### src/sv/cpa_pkg.sv
// Shared types, constants and helpers for the coin pulse acceptor channel.
// Used by cpa_step, cpa_rfifo and coin_pulse_acceptor_channel_core.
`default_nettype none

package cpa_pkg;

  localparam int unsigned DEBOUNCE_BITS = 4;
  localparam logic [7:0]  HIST_MASK     = 8'((1 << DEBOUNCE_BITS) - 1);
  localparam logic [15:0] TICK_MS       = 16'd2;
  localparam logic [15:0] REPORT_CAP    = 16'h00FF;
  localparam logic [15:0] SAT16         = 16'hFFFF;
  localparam int unsigned RFIFO_DEPTH   = 4;
  localparam int unsigned RFIFO_AW      = $clog2(RFIFO_DEPTH);

  typedef enum logic [1:0] {
    KIND_VALUE = 2'd0,
    KIND_ERROR = 2'd1,
    KIND_ACK   = 2'd2
  } kind_t;

  typedef enum logic [2:0] {
    REG_CHANNEL_ENABLE  = 3'd0,
    REG_ACTIVE_LEVEL    = 3'd1,
    REG_MIN_PULSE_MS    = 3'd2,
    REG_MAX_PULSE_MS    = 3'd3,
    REG_JAM_MS          = 3'd4,
    REG_REPORT_DELAY_MS = 3'd5
  } reg_index_t;

  typedef enum logic {
    CMD_TICK  = 1'b0,
    CMD_CLEAR = 1'b1
  } command_t;

  typedef struct packed {
    logic command;
    logic sample_level;
    logic value_report_taken;
    logic error_report_taken;
  } tick_t;

  typedef struct packed {
    kind_t      report_kind;
    logic [7:0] amount;
    logic       error_flag;
    logic       last;
  } report_t;

  typedef struct packed {
    logic        channel_enable;
    logic        active_level;
    logic [7:0]  min_pulse_ms;
    logic [7:0]  max_pulse_ms;
    logic [7:0]  jam_ms;
    logic [15:0] report_delay_ms;
  } cfg_t;

  typedef struct packed {
    logic [7:0]  sample_history;
    logic        debounced_level;
    logic        previous_level;
    logic [15:0] active_time;
    logic [15:0] coin_count;
    logic [15:0] pending_report;
    logic [15:0] delay_timer;
    logic        jam_error;
    logic        error_pending;
  } chan_state_t;

  typedef struct packed {
    logic [1:0] num;
    report_t    word0;
    report_t    word1;
  } push_t;

  function automatic logic [15:0] sat_add16(input logic [15:0] a, input logic [15:0] b);
    logic [16:0] s;
    s = {1'b0, a} + {1'b0, b};
    return s[16] ? SAT16 : s[15:0];
  endfunction

endpackage

`default_nettype wire

### src/sv/cpa_step.sv
// Single-pass tick logic: next channel state and up to two report words.
// Depends on cpa_pkg.
`default_nettype none

module cpa_step
  import cpa_pkg::*;
(
  input  tick_t       tick,
  input  cfg_t        cfg,
  input  chan_state_t state,
  output chan_state_t state_next,
  output push_t       push
);

  report_t     val_word;
  report_t     err_word;
  logic        val_hit;
  logic        err_hit;
  logic [7:0]  hist;
  logic [7:0]  hist_low;
  logic        deb;
  logic [15:0] at;
  logic [15:0] cc;
  logic [15:0] dt;

  always_comb begin
    state_next = state;
    push       = '0;
    val_word   = '0;
    err_word   = '0;
    val_hit    = 1'b0;
    err_hit    = 1'b0;
    hist       = state.sample_history;
    hist_low   = '0;
    deb        = state.debounced_level;
    at         = state.active_time;
    cc         = state.coin_count;
    dt         = state.delay_timer;

    if (tick.command == CMD_CLEAR) begin
      state_next.jam_error     = 1'b0;
      state_next.error_pending = 1'b0;
      push.num               = 2'd1;
      push.word0.report_kind = KIND_ACK;
      push.word0.last        = 1'b1;
    end else if (cfg.channel_enable) begin
      if (state.pending_report != '0) begin
        val_hit                 = 1'b1;
        val_word.report_kind    = KIND_VALUE;
        val_word.error_flag     = state.jam_error;
        if (state.pending_report >= REPORT_CAP) begin
          val_word.amount = REPORT_CAP[7:0];
          if (tick.value_report_taken) begin
            state_next.pending_report = state.pending_report - REPORT_CAP;
          end
        end else begin
          val_word.amount = state.pending_report[7:0];
          if (tick.value_report_taken) begin
            state_next.pending_report = '0;
          end
        end
      end

      if (state.delay_timer >= cfg.report_delay_ms) begin
        if (state.coin_count != '0) begin
          state_next.pending_report = state.coin_count;
          cc = '0;
        end
      end else begin
        dt = sat_add16(state.delay_timer, TICK_MS);
      end

      if (state.error_pending) begin
        err_hit              = 1'b1;
        err_word.report_kind = KIND_ERROR;
        err_word.error_flag  = 1'b1;
        if (tick.error_report_taken) begin
          state_next.jam_error     = 1'b1;
          state_next.error_pending = 1'b0;
        end
      end

      if ((state.active_time >= {8'd0, cfg.jam_ms}) && !state_next.jam_error) begin
        state_next.error_pending = 1'b1;
      end

      hist     = {state.sample_history[6:0], tick.sample_level};
      hist_low = hist & HIST_MASK;
      if (hist_low == '0) begin
        deb = 1'b0;
      end else if (hist_low == HIST_MASK) begin
        deb = 1'b1;
      end

      if (deb == cfg.active_level) begin
        at = sat_add16(at, TICK_MS);
      end

      if ((deb != state.previous_level) && (deb != cfg.active_level)) begin
        if ((at >= {8'd0, cfg.min_pulse_ms}) && (at <= {8'd0, cfg.max_pulse_ms})) begin
          dt = '0;
          cc = sat_add16(cc, 16'd1);
        end
        at = '0;
      end

      state_next.sample_history  = hist;
      state_next.debounced_level = deb;
      state_next.previous_level  = deb;
      state_next.active_time     = at;
      state_next.coin_count      = cc;
      state_next.delay_timer     = dt;

      if (val_hit && err_hit) begin
        push.num        = 2'd2;
        push.word0      = val_word;
        push.word1      = err_word;
        push.word1.last = 1'b1;
      end else if (val_hit) begin
        push.num        = 2'd1;
        push.word0      = val_word;
        push.word0.last = 1'b1;
      end else if (err_hit) begin
        push.num        = 2'd1;
        push.word0      = err_word;
        push.word0.last = 1'b1;
      end
    end
  end

endmodule

`default_nettype wire

### src/sv/cpa_rfifo.sv
// Report word queue: takes up to two words per cycle, hands out one.
// Depends on cpa_pkg.
`default_nettype none

module cpa_rfifo
  import cpa_pkg::*;
(
  input  logic    clk,
  input  logic    rst,
  input  logic    push_en,
  input  push_t   push,
  output logic    room,
  output logic    report_valid,
  input  logic    report_ready,
  output report_t report
);

  report_t             mem [RFIFO_DEPTH];
  logic [RFIFO_AW-1:0] wr_ptr;
  logic [RFIFO_AW-1:0] rd_ptr;
  logic [RFIFO_AW:0]   count;
  logic [RFIFO_AW:0]   count_next;
  logic [1:0]          push_num;
  logic                pop;

  assign push_num     = push_en ? push.num : 2'd0;
  assign pop          = report_valid && report_ready;
  assign report_valid = (count != '0);
  assign report       = mem[rd_ptr];
  assign room         = (count <= (RFIFO_AW + 1)'(RFIFO_DEPTH - 2));
  assign count_next   = count + (RFIFO_AW + 1)'(push_num) - (RFIFO_AW + 1)'(pop);

  always_ff @(posedge clk) begin
    if (push_num != 2'd0) begin
      mem[wr_ptr] <= push.word0;
    end
    if (push_num == 2'd2) begin
      mem[wr_ptr + RFIFO_AW'(1)] <= push.word1;
    end
  end

  always_ff @(posedge clk) begin
    if (rst) begin
      wr_ptr <= '0;
      rd_ptr <= '0;
      count  <= '0;
    end else begin
      wr_ptr <= wr_ptr + RFIFO_AW'(push_num);
      rd_ptr <= rd_ptr + RFIFO_AW'(pop);
      count  <= count_next;
    end
  end

endmodule

`default_nettype wire

### src/sv/coin_pulse_acceptor_channel_core.sv
// Coin pulse acceptor channel: one tick word in, up to two report words out.
// A report word is registered into the report queue when its tick is accepted.
// Throughput: one tick per cycle while the report queue holds two or fewer
// words; the sink's pop rate on the 4-deep report queue sets the long-run pace.
// Reset (synchronous, rst high) restores register defaults and clears state.
`default_nettype none

module coin_pulse_acceptor_channel_core
  import cpa_pkg::*;
(
  input  logic        clk,
  input  logic        rst,
  input  logic        tick_valid,
  output logic        tick_ready,
  input  tick_t       tick,
  output logic        report_valid,
  input  logic        report_ready,
  output report_t     report,
  input  logic        wr_en,
  input  logic [2:0]  wr_index,
  input  logic [15:0] wr_data
);

  cfg_t        cfg;
  chan_state_t state;
  chan_state_t state_next;
  push_t       push;
  logic        accept;
  logic        room;

  assign tick_ready = room;
  assign accept     = tick_valid && tick_ready;

  cpa_step u_step (
    .tick       (tick),
    .cfg        (cfg),
    .state      (state),
    .state_next (state_next),
    .push       (push)
  );

  cpa_rfifo u_rfifo (
    .clk          (clk),
    .rst          (rst),
    .push_en      (accept),
    .push         (push),
    .room         (room),
    .report_valid (report_valid),
    .report_ready (report_ready),
    .report       (report)
  );

  always_ff @(posedge clk) begin
    if (rst) begin
      cfg.channel_enable  <= 1'b0;
      cfg.active_level    <= 1'b1;
      cfg.min_pulse_ms    <= 8'd0;
      cfg.max_pulse_ms    <= 8'd255;
      cfg.jam_ms          <= 8'd255;
      cfg.report_delay_ms <= 16'd0;
      state               <= '0;
    end else if (wr_en) begin
      case (wr_index)
        REG_CHANNEL_ENABLE:  cfg.channel_enable <= wr_data[0];
        REG_ACTIVE_LEVEL: begin
          cfg.active_level     <= wr_data[0];
          state.previous_level <= ~wr_data[0];
        end
        REG_MIN_PULSE_MS:    cfg.min_pulse_ms <= wr_data[7:0];
        REG_MAX_PULSE_MS:    cfg.max_pulse_ms <= wr_data[7:0];
        REG_JAM_MS:          cfg.jam_ms <= wr_data[7:0];
        REG_REPORT_DELAY_MS: begin
          cfg.report_delay_ms <= wr_data;
          state.delay_timer   <= '0;
        end
        default: ;
      endcase
    end else if (accept) begin
      state <= state_next;
    end
  end

endmodule

`default_nettype wire
### config.mk
export PLATFORM = sky130hd
export DESIGN_NAME = coin_pulse_acceptor_channel_core
export DESIGN_NICKNAME = d
export VERILOG_FILES = /design/src/sv/cpa_pkg.sv /design/src/sv/cpa_step.sv /design/src/sv/cpa_rfifo.sv /design/src/sv/coin_pulse_acceptor_channel_core.sv
export SDC_FILE = /design/constraint.sdc
export NUM_CORES = 1
export LEC_CHECK = 0
export CAP_MARGIN = 40
export CORE_MARGIN = 3
export CORE_UTILIZATION = 50
export CTS_BUF_LIST = sky130_fd_sc_hd__clkbuf_4 sky130_fd_sc_hd__clkbuf_8 sky130_fd_sc_hd__clkbuf_16
export CTS_CLUSTER_DIAMETER = 60
export CTS_CLUSTER_SIZE = 8
export DETAILED_ROUTE_END_ITERATION = 6
export DONT_BUFFER_PORTS = 1
export GPL_ROUTABILITY_DRIVEN = 1
export GPL_TIMING_DRIVEN = 0
export PLACE_DENSITY_LB_ADDON = 0.2
export REMOVE_ABC_BUFFERS = 1
export SLEW_MARGIN = 20
export SYNTH_ARGS = -nofsm -noshare
export SYNTH_HDL_FRONTEND = slang
export SYNTH_HIERARCHICAL = 1
export SYNTH_SLANG_ARGS = --single-unit
### constraint.sdc
create_clock -name clk -period 11.4 [get_ports clk]
set_clock_uncertainty 0.05 [all_clocks]
set_input_delay 1.71 -clock clk [delete_from_list [all_inputs] [get_ports clk]]
set_output_delay 1.71 -clock clk [all_outputs]
set_load 0.05 [all_outputs]
* After elaboration in Yosys (flattened, before gate mapping)
Memory sizes are Yosys's and may differ from the RTL's. A register that Yosys moved wholly into a read port is not among the register bits. Index checks and enable logic that the tools add are counted.
Operators by class: reduce and logical (&&, ||, !) cells 26, mux-type cells 63, equal/unequal tests 13, $add $sub $neg 9, shifts and indexed selects 0, divide/modulo/power cells 0, order comparisons 6, bitwise gates (word level) 3, multipliers 0
Operators by type and width (count):
- 2-to-1 mux 16 bit | 24
- 2-to-1 mux 67 bit | 2
- 2-to-1 mux 65 bit | 1
- adder 16 x 2 -> 17 bit (second input constant) | 2
- >= comparator 16 x 8 -> 1 bit | 2
- nonzero test 16 bit | 2
- 2-to-1 mux 13 bit | 2
- 2-to-1 mux 26 bit | 1
- 2-to-1 mux 1 bit | 19
- 2-to-1 mux 9 bit | 2
- adder 16 x 1 -> 17 bit (second input constant) | 1
- >= comparator 16 bit | 1
- >= comparator 16 x 8 -> 1 bit (second input constant) | 1
- <= comparator 16 x 8 -> 1 bit | 1
- subtractor 16 x 8 -> 16 bit (second input constant) | 1
- 2-to-1 mux 14 bit | 1
- 2-to-1 mux 2 bit | 7
- 2-to-1 mux 12 bit | 1
- AND reduction 2 bit | 6
- AND reduction 4 bit | 3
- 2-to-1 mux 11 bit | 1
- logical NOT 8 bit | 1
- 2-to-1 mux 8 bit | 1
- nonzero test 2 bit | 4
- other kinds (21) | 33
Storage, ports and cells: output and inout bits 14, input bits 28, memory bits (writable) 48, latch bits 0, memories kept 1, ROM bits 0, word-level logic and storage cells 139, flip-flop bits (word level) 120
Memory list:
- u_rfifo.mem | words 4, bits a word 12, read ports 1, clocked after memory_dff 1, wr ports 2, line cpa_rfifo.sv:18 | report_t mem [RFIFO_DEPTH];

* Logic depth before layout (Yosys ltp)
Gate-level depths: netlist of the first run.
word-level depth 17, mapped depth 20, mapped depth without buffers 17

* Cells and area by module
Netlist of the first run, hierarchy kept.
Modules (own cells, without submodules):
- coin_pulse_acceptor_channel_core | cells an instance 504, seq. area each 2362.3 um^2, area an instance 4209.0 um^2, times used 1
- cpa_step | cells an instance 656, seq. area each 0.0 um^2, area an instance 4048.9 um^2, times used 1
- cpa_rfifo | cells an instance 169, seq. area each 1581.5 um^2, area an instance 2782.7 um^2, times used 1

* Least setup slack after synthesis of the first run
No wires, ideal clock.
path type input to register, start point input tick[2] (netlist name), end point register, netlist name state[37], required time 11218 ps, data arrival time 4976 ps, stages on the path 20, path slack 6242 ps, library setup time 132 ps, buffers on the path 4, cell sequence o41ai_4 > a21o_1 > buf_4 > and2_1 > clkbuf_1 > nand2_1 > mux2_2 > ha_1 > a21oi_1 > and3_1 > o221ai_1 > o21ai_0 > nand4_4 > or3_1 > buf_2 > buf_6 > o211ai_2 > nand3_1 > nand2_1 > a21oi_1
Between the ends: longest elaborated chain between the ends 13, elaborated cells on any way between the ends 18, those cells by class order compare (2); eq/ne (4); mux (9); reduce/logical (3)
Ends and longest elaborated chain:
- from (decl) | line coin_pulse_acceptor_channel_core.sv:15 | input tick_t tick,
- == test 4 bit | line cpa_step.sv:91 | end else if (hist_low == HIST_MASK) begin
- 2-to-1 mux 1 bit | line cpa_step.sv:91
- 2-to-1 mux 1 bit (*) | line cpa_step.sv:89 | if (hist_low == '0) begin
- 2-to-1 mux 1 bit (*) | line cpa_step.sv:46 | end else if (cfg.channel_enable) begin
- 2-to-1 mux 1 bit (*) | line cpa_step.sv:40 | if (tick.command == CMD_CLEAR) begin
- == test 1 bit | line cpa_step.sv:95 | if (deb == cfg.active_level) begin
- 2-to-1 mux 16 bit | line cpa_step.sv:95
- 2-to-1 mux 16 bit | line cpa_step.sv:46
- 2-to-1 mux 16 bit | line cpa_step.sv:40
- >= comparator 16 x 8 -> 1 bit / <= comparator 16 x 8 -> 1 bit (equally long branches) | line cpa_step.sv:100 | if ((at >= {8'd0, cfg.min_pulse_ms}) && (at <= {8'd0, cfg.max_pulse_ms})) begin
- logical AND 1 bit | line cpa_step.sv:100
- 2-to-1 mux 16 bit | line cpa_step.sv:100
- 2-to-1 mux 16 bit (*) | line cpa_step.sv:99 | if ((deb != state.previous_level) && (deb != cfg.active_level)) begin
Every way passes the cells marked *; elsewhere a longest branch is shown, timed or not. The select of a mux whose other input is x is not followed. A chain may end at the register's enable or synchronous reset.

* Final worst setup path of the first run
start point input tick[2] (netlist name), end point register, netlist name state[46]
Between the ends: longest elaborated chain between the ends 13, elaborated cells on any way between the ends 18, those cells by class order compare (2); eq/ne (4); mux (9); reduce/logical (3)
Ends and longest elaborated chain (line):
- == test 4 bit | cpa_step.sv:91
- 2-to-1 mux 1 bit | cpa_step.sv:91
- 2-to-1 mux 1 bit (*) | cpa_step.sv:89
- 2-to-1 mux 1 bit (*) | cpa_step.sv:46
- 2-to-1 mux 1 bit (*) | cpa_step.sv:40
- == test 1 bit | cpa_step.sv:95
- 2-to-1 mux 16 bit | cpa_step.sv:95
- 2-to-1 mux 16 bit | cpa_step.sv:46
- 2-to-1 mux 16 bit | cpa_step.sv:40
- >= comparator 16 x 8 -> 1 bit / <= comparator 16 x 8 -> 1 bit (equally long branches) | cpa_step.sv:100
- logical AND 1 bit | cpa_step.sv:100
- 2-to-1 mux 16 bit | cpa_step.sv:100
- 2-to-1 mux 16 bit (*) | cpa_step.sv:99
Marks and branches as above.

==> results of run 1 <==
## critical path: stages
cell      delay [ns]
o41ai_4         0.26
a21o_1          0.38
and2_1          0.37
nand3_1         0.39
nand2_1         0.27
ha_1            0.17
o21a_1          0.13
o211ai_1        0.07
o21ai_0         0.37
nand4_4         0.25
or3_1           0.73
nor4_1          0.39
nor3_1          0.08
nand2_1         0.09
a21oi_1         0.06
## power by group through the flow
stage | sequential [mW] | clock [mW] | combinational [mW]
detailed placement | 0.665 | 0 | 0.247
global route | 0.653 | 0.624 | 0.264
finish | 0.651 | 0.588 | 0.246
CTS | 0.651 | 0.600 | 0.248
floorplan | 0.662 | 0 | 0.189
global placement | 0.669 | 0 | 0.219
## area by class of cell
| cell class | count | area, um^2 | area share (%) |
|---|---|---|---|
| Multi-Input combinational cell | 989 | 6370 | 55.1 |
| Sequential cell | 168 | 3840 | 33.3 |
| Clock buffer | 22 | 499 | 4.32 |
| Tap cell | 275 | 344 | 2.98 |
| Timing Repair Buffer | 14 | 199 | 1.72 |
| Inverter | 53 | 199 | 1.72 |
| Clock inverter | 10 | 105 | 0.909 |
## final timing paths
kind | startpoint | endpoint | slack [ns] | cells after the start
worst max-delay path | tick[2] | state[46] | 5.94 | 15
worst min-delay path | cfg[13] | cfg[13] | 0.40 | 2
worst max register to register | state[54] | state[46] | 6.65 | 16
worst min register to register | cfg[13] | cfg[13] | 0.40 | 2
## layer usage
metal / vias up / wire length [um]
met1: 4235 / 11800
li1: 4545 / -
met3: 29 / 1070
met2: 193 / 12500
met5: - / 0
met4: 0 / 246
## state kept, by name, indices dropped and copies added, names as in the netlist
signal	flops
cfg	42
state	71
u_rfifo/count	3
u_rfifo/mem	48
u_rfifo/rd_ptr	2
u_rfifo/wr_ptr	2
==> impl_metrics.ini, run 1 <==
[run_status]
status = finished, final reports clean

[power_and_ir_drop]
swShare_pct = 29.4
seqPwrFrac_pct = 43.8
intPower_mw = 1.05
power_mw = 1.49
clock_power_share_pct = 39.6
vdd_drop_max_v = 0.0000895
switching_power_uw = 437
p_per_area_nw_per_um2 = 128
leakagePower_nw = 4.14
p_comb_share_pct = 16.6

[cts]
postCtsSetupBuffers = 0
path_clk_slew_ns = 0.06
clk_path_buf_depth = 2
cts_made_buffers = 17
clkSinkCount = 168
ctsResizeCount = 0
cts_root_buf = clkbuf_16
cts_hold_buffers = 0
clock_latency_ns = 0.43
cts_tree = done
htreeDepth = 4

[layout]
mostFrequentLayoutCells = 221 x nand2_1, 154 x a21oi_1, 120 x dfxtp_1, 90 x nor2_1, 55 x nand3_1
nFillCells = 1938
layout_commonest_cell = nand2_1
n_antenna_cell = 0
final_core_util_pct = 54.6
synthToLayoutAreaGrowth_pct = 6.80
fin_area_um2 = 11600
layout.cells.non_filler = 1531
final_nets = 1323
drive_above_1_share_pct = 11.4

[worst_setup_path]
crit_required_ns = 11.67
cp_max_fo = 15
worstPathArrival_ns = 5.73
end_kind = flip-flop
critPathKind = in2reg
worst_setup_path_start_kind = primary input

[sta]
clock.fmax_mhz = 183
fin_ws_ns = 5.94
relSlewSlack_pct = 42.7
finalSetupViolCount = 0
hold_ws_ns = 0.402
fin_setup_tns_ns = 0
period_minus_slack_ns = 5.46
hold_viol_final = 0
rsz0062_at_grt = no
slew_violations = 0
post-route-period-util_pct = 47.9
tightestPinTransition_ns = 0.852

[floorplanning]
core_area_um2 = 21200
io_pins = 42
start_util_pct = 51.2
die_w_um = 153
std_cell_rows = 53
die_y_um = 153
design.die.area_um2 = 23400

[grt]
grt_max_degree = 128
grt_pass1_vias = 8650
grt_pass1_wl_um = 43200
top_usage_layer = met2
antenna_found_initial = 0
grt_usage_pct = 22.0
grt_use_met1_pct = 28.7
grt_overflow = 0
grt.met3_usage_pct = 3.77
grtUsageMet2_pct = 37.6

[yosys]
yosysWarnings = 6
synth_area_um2 = 10800
syn_avg_cell_area_um2 = 8.36
synthCells = 1294

[drt]
avgViaCountPerCell = 5.88
drtIter0Drc = 619
num_vias = 9002
routed_wirelength_um = 25600
first_pass_iters = 5
routedWlPerCell_um = 16.7
drc = 0
postRouteAntennaNets = 0

[placed_design]
dpl.hpwl_um = 17200
io_buffers = 0
place_worst_setup_slack_ns = 5.58
place_congestion = 0.877
dpl_cell_area_um2 = 11000
dp_cells = 1499

[min_path]
hold_path.class = reg2reg

[job]
max-cap-violations = 0
(Power assumes the default switching activity.)
==> inputs of run 2 (changes only) <==
--- a/config.mk
+++ b/config.mk
@@ -5,6 +5,7 @@
 export SDC_FILE = /design/constraint.sdc
 export NUM_CORES = 1
 export LEC_CHECK = 0
+export ABC_AREA = 1
 export CAP_MARGIN = 40
 export CORE_MARGIN = 3
 export CORE_UTILIZATION = 50
==> constraint.sdc (replaced) <==
create_clock -name clk -period 5.09 [get_ports clk]
set_clock_uncertainty 0.05 [all_clocks]
set_input_delay 0.7635 -clock clk [delete_from_list [all_inputs] [get_ports clk]]
set_output_delay 0.7635 -clock clk [all_outputs]
set_load 0.05 [all_outputs]
==> run 2 against run 1 <==
Largest power group unchanged. Final area rose by 8.3%. Register-to-register slack got worse by 6.1 ns. Non-clock buffer count increased by 8. Clock power rose by 120%. Sequential share of layout area is 2.6 points lower. Synthesized cell count is 34% higher. Critical path depth is 4 lower. Power grew to 2.9 times the previous value. Worst hold slack worse by 0.062 ns. Flip-flop and latch count did not move. Cell count increased by 32%. Sequential power rose by 150%.
==> impl_metrics.ini, run 2 <==
[worst_setup_path]
crit_required_ns = 5.11
worst_setup_path_start_kind = flip-flop
critPathKind = reg2reg
end_kind = flip-flop
path_cells = nor2_1 -> nand3_1 -> nor4_4 -> nand2_1 -> nor4_1 -> inv_1 -> ha_1 -> a21o_1 -> nor2_4 -> nand3_2 -> nand2_1
worstPathArrival_ns = 4.51
crit_top_cell = nand2_1
cp_max_fo = 25
slowest_delay_ns = 0.77
cp_slowest_cell = nand2_1

[drt]
drc = 0
drtIter0Drc = 838
first_pass_iters = 7
routed_wirelength_um = 29800
postRouteAntennaNets = 0
num_vias = 11059
routedWlPerCell_um = 14.7
avgViaCountPerCell = 5.46

[cts]
cts_hold_buffers = 0
path_clk_slew_ns = 0.07
clkSinkCount = 168
clock_latency_ns = 0.44
cts_made_buffers = 17
clk_path_buf_depth = 2
postCtsSetupBuffers = 0
cts_root_buf = clkbuf_16
htreeDepth = 4
ctsResizeCount = 0
cts_tree = done

[layout]
final_core_util_pct = 54.8
layout.cells.non_filler = 2026
top_register = state
drive_above_1_share_pct = 9.52
largest_register_ffs = 71
top_regs = state x71, u_rfifo/mem x48, cfg x42
mostFrequentLayoutCells = 320 x nand2_1, 296 x nor2_1, 197 x inv_1, 150 x o21ai_0, 120 x dfxtp_1
final_nets = 1780
layout_commonest_cell = nand2_1
synthToLayoutAreaGrowth_pct = 6.99
n_antenna_cell = 0
fin_area_um2 = 12500

[power_and_ir_drop]
power_mw = 4.23
leakagePower_nw = 5.40
p_per_area_nw_per_um2 = 338
vdd_drop_max_v = 0.000226

[sta]
fin_setup_tns_ns = 0
relSlewSlack_pct = 41.3
slew_violations = 0
rsz0062_at_grt = no
clock.fmax_mhz = 223
post-route-period-util_pct = 88.2
finalSetupViolCount = 0
hold_ws_ns = 0.339
fin_ws_ns = 0.599
tightestPinTransition_ns = 0.880
period_minus_slack_ns = 4.49
hold_viol_final = 0

[yosys]
synth_area_um2 = 11700
yosysWarnings = 6
synthCells = 1738
syn_avg_cell_area_um2 = 6.73

[grt]
grt_pass1_vias = 10285
grt_pass1_wl_um = 50200
grt_usage_pct = 23.4
grt_overflow = 0
antenna_found_initial = 0
grt_max_degree = 76

[placed_design]
dp_cells = 1993
dpl.hpwl_um = 20600
io_buffers = 0
place_congestion = 0.899
dpl_cell_area_um2 = 11900
place_worst_setup_slack_ns = 0.465

[run_status]
status = finished, final reports clean

[job]
max-cap-violations = 0

[floorplanning]
core_area_um2 = 22800
start_util_pct = 51.2
die_y_um = 159
io_pins = 42
std_cell_rows = 55
die_w_um = 159
design.die.area_um2 = 25300

[min_path]
hold_path.class = in2reg
-- run 2: worst paths after layout --
check,start,to,slack [ns],cells past startpoint
worst max-delay path,state[26],u_rfifo/mem[0][9],0.60,11
worst max register to register,state[26],u_rfifo/mem[0][9],0.60,11
worst min register to register,cfg[35],cfg[35],0.42,2
worst min-delay path,rst,state[8],0.34,1
-- run 2: area by class of cell --
| cell class | count | area, um^2 |
|---|---|---|
| repair buffers | 22 | 305 |
| clock buffers | 17 | 425 |
| flip-flops and latches | 168 | 3840 |
| well taps | 313 | 392 |
| clock inverters | 15 | 143 |
| inverters | 211 | 798 |
| fillers | 2239 | 10300 |
| multi-input cells | 1280 | 6610 |
-- run 2: worst max-delay path: cells and delay by family, from the launching register on --
kind                     cells  cell delay [ns]
flip-flops                   1             0.35
AO/OA/AOI/OAI                1             0.25
adder cells (fa/ha/maj)      1             0.29
AND/OR/NAND/NOR              8             3.05
buffers and inverters        1             0.12
-- run 2: per-layer routing --
layer	vias to the layer above	GRT usage, %	wire length, um
met3	43	3.51	1200
li1	5654	-	-
met1	5125	30.7	13700
met4	0	6.65	492
met5	-	0	0
met2	237	40.5	14400
-- run 2: report_power, final --
| part | leakage, nW | switching [mW] | internal, mW |
|---|---|---|---|
| Sequential | 1.41 | 0.124 | 1.48 |
| Combinational | 3.70 | 0.939 | 0.414 |
| Clock | 0.288 | 0.588 | 0.686 |
==> inputs of run 3 (changes only) <==
--- a/config.mk
+++ b/config.mk
@@ -5,7 +5,6 @@
 export SDC_FILE = /design/constraint.sdc
 export NUM_CORES = 1
 export LEC_CHECK = 0
-export ABC_AREA = 1
 export CAP_MARGIN = 40
 export CORE_MARGIN = 3
 export CORE_UTILIZATION = 50
@@ -21,5 +20,4 @@
 export SLEW_MARGIN = 20
 export SYNTH_ARGS = -nofsm -noshare
 export SYNTH_HDL_FRONTEND = slang
-export SYNTH_HIERARCHICAL = 1
 export SYNTH_SLANG_ARGS = --single-unit
==> run 3 against run 2 <==
Final area shrank 18%. Cell count shrank 33%. Clock power is essentially flat. Sequential share of layout area grew 3.1 points. Die area shrank 18%. Non-clock buffer count shrank 6. Utilization grew 1.6 points. Combinational power shrank 72%. Register-to-register slack lost 0.16 ns. Wire length shrank 22%. Critical path type unchanged.
==> impl_metrics.ini, run 3 <==
[layout]
layout_commonest_cell = nand2_1
nFillCells = 1750
fin_area_um2 = 10300
drive_above_1_share_pct = 8.19
final_nets = 1206
largest_register_ffs = 71
layout.cells.non_filler = 1365
top_register = state
n_antenna_cell = 0
mostFrequentLayoutCells = 162 x nand2_1, 156 x dfxtp_1, 89 x a21oi_1, 85 x nor2_1, 65 x o21ai_0
synthToLayoutAreaGrowth_pct = 8.87
top_regs = state x71, u_rfifo.mem x48, cfg x42

[run_status]
status = finished, final reports clean

[grt]
grt_max_degree = 98
grt_pass1_vias = 7759
grt_overflow = 0
grt_pass1_wl_um = 39300
antenna_found_initial = 0
grt_usage_pct = 23.2

[cts]
htreeDepth = 4
clkSinkCount = 168
clk_path_buf_depth = 2
cts_tree = done
path_clk_slew_ns = 0.07
clock_latency_ns = 0.42
cts_made_buffers = 17
cts_root_buf = clkbuf_16

[yosys]
yosysMostFrequentCell = nand2_1
synth_compound_area_share_pct = 20.7
yosysTopAreaCellShare_pct = 33.0
synth_top_family_by_area = simple AND/OR/NAND/NOR gates
synth_ff_type = dfxtp_1
synthAdderAreaFrac_pct = 7.35
synth_cell_types = 75
synthCells = 1150
synthSimpleGateAreaFrac_pct = 23.7
synth.area.top_cells = dfxtp_1 33%, ha_1 7.1%, nand2_1 6.5%
yosysSeqAreaShare_pct = 36.8
yosysWarnings = 0
synth_xor_area_share_pct = 1.20
synth_area_um2 = 9460
syn_avg_cell_area_um2 = 8.23
async_flop_share_pct = 0
yosys-top-cells-count = 163 x nand2_1, 156 x dfxtp_1, 89 x a21oi_1, 87 x nor2_1, 65 x o21ai_0
synth-seq-cells = 168
yosysTopAreaCell = dfxtp_1
synth_edf_count = 12
synthMuxAreaShare_pct = 4.97

[floorplanning]
die_w_um = 144
io_pins = 42
core_area_um2 = 18300
start_util_pct = 51.8
design.die.area_um2 = 20600
std_cell_rows = 49
die_y_um = 144

[power_and_ir_drop]
switching_power_uw = 833
vdd_drop_max_v = 0.000215
clock_power_share_pct = 41.8
leakagePower_nw = 3.79
seqPwrFrac_pct = 45.7
p_per_area_nw_per_um2 = 300
p_comb_share_pct = 12.4
swShare_pct = 27.0
intPower_mw = 2.25
power_mw = 3.09

[sta]
post-route-period-util_pct = 91.4
clock.fmax_mhz = 215
hold_viol_final = 0
finalSetupViolCount = 0
fin_ws_ns = 0.439
tightestPinTransition_ns = 0.802
relSlewSlack_pct = 45.7
rsz0062_at_grt = no
period_minus_slack_ns = 4.65
hold_ws_ns = 0.350
slew_violations = 0

[placed_design]
io_buffers = 0
dpl.hpwl_um = 15900
place_congestion = 0.884
place_worst_setup_slack_ns = -0.313
dp_cells = 1331
dpl_cell_area_um2 = 9680

[drt]
postRouteAntennaNets = 0
routed_wirelength_um = 23300
drc = 0
drtIter0Drc = 638
routedWlPerCell_um = 17.0
avgViaCountPerCell = 6.06
first_pass_iters = 5
num_vias = 8270

[min_path]
hold_path.class = in2reg

[job]
max-cap-violations = 0

[worst_setup_path]
worstPathArrival_ns = 4.94
cp_max_fo = 8
reg2reg_slack_ns = 0.44
crit_required_ns = 5.38
worst_setup_path_start_kind = flip-flop
critPathKind = reg2reg
end_kind = flip-flop
-- run 3: layout make-up --
type / count / area, um^2 / area share, %
flip-flops and latches: 168 / 3480 / 33.8
repair buffers: 16 / 176 / 1.71
well taps: 229 / 287 / 2.78
inverters: 62 / 238 / 2.31
clock buffers: 19 / 440 / 4.28
multi-input cells: 858 / 5530 / 53.7
clock inverters: 13 / 146 / 1.42
-- run 3: through the flow --
step	util, %	TNS [ns]
6_report	56.4	0
5_1_grt	56.4	0
4_1_cts	56.2	0
3_5_place_dp	53.0	-3.67
3_3_place_gp	51.9	-51.25
2_1_floorplan	-	0
-- run 3: worst paths after layout --
check	from	cells after the start	to
setup reg to reg	state[68]	14	state[46]
hold reg to reg	cfg[8]	2	cfg[8]
hold / removal	rst	1	cfg[8]
setup / recovery	state[68]	14	state[46]
-- run 3: cell families (layout without fill, tap and decap cells) --
family | Yosys count | count (layout)
compound gates | 305 | 305
mux | 30 | 30
buf+inv | 124 | 110
simple gates | 455 | 455
flops | 168 | 168
xor+xnor | 13 | 13
fa+ha+maj | 55 | 55
-- run 3: timing repair --
action                     4_1_cts  5_1_grt
setup buffers                    0        1
setup endpoints to repair        8       17
resized for setup                2        3
cloned                           0        0
hold buffers                     0        0
-- run 3: power groups by stage --
stage	Sequential (mW)	Clock (mW)	Combinational [mW]
final	1.41	1.29	0.383
after global routing	1.42	1.38	0.427
after CTS	1.41	1.32	0.382
after detailed placement	1.44	0	0.379
after global placement	1.45	0	0.336
after floorplan	1.44	0	0.295
-- run 3: critical path, cell delays in order (launching register included) --
cell and delay [ns]:
dfxtp_1 0.36, o41ai_4 0.48, a21o_1 0.35, and2_1 0.35, nand3_1 0.32, nand2_1 0.25, ha_1 0.29, a21oi_1 0.16
o21ai_0 0.10, a21oi_1 0.18, nand3_2 0.18, or3_1 0.51, nor4_1 0.54, a41oi_1 0.18, a311oi_1 0.25
-- run 3: metal layers --
| layer | track usage [%] | wire (um) | vias up |
|---|---|---|---|
| met1 | 31.7 | 10900 | 3908 |
| li1 | - | - | 4146 |
| met5 | 0 | 0 | - |
| met2 | 37.7 | 10900 | 199 |
| met3 | 4.73 | 1120 | 17 |
| met4 | 5.75 | 291 | 0 |
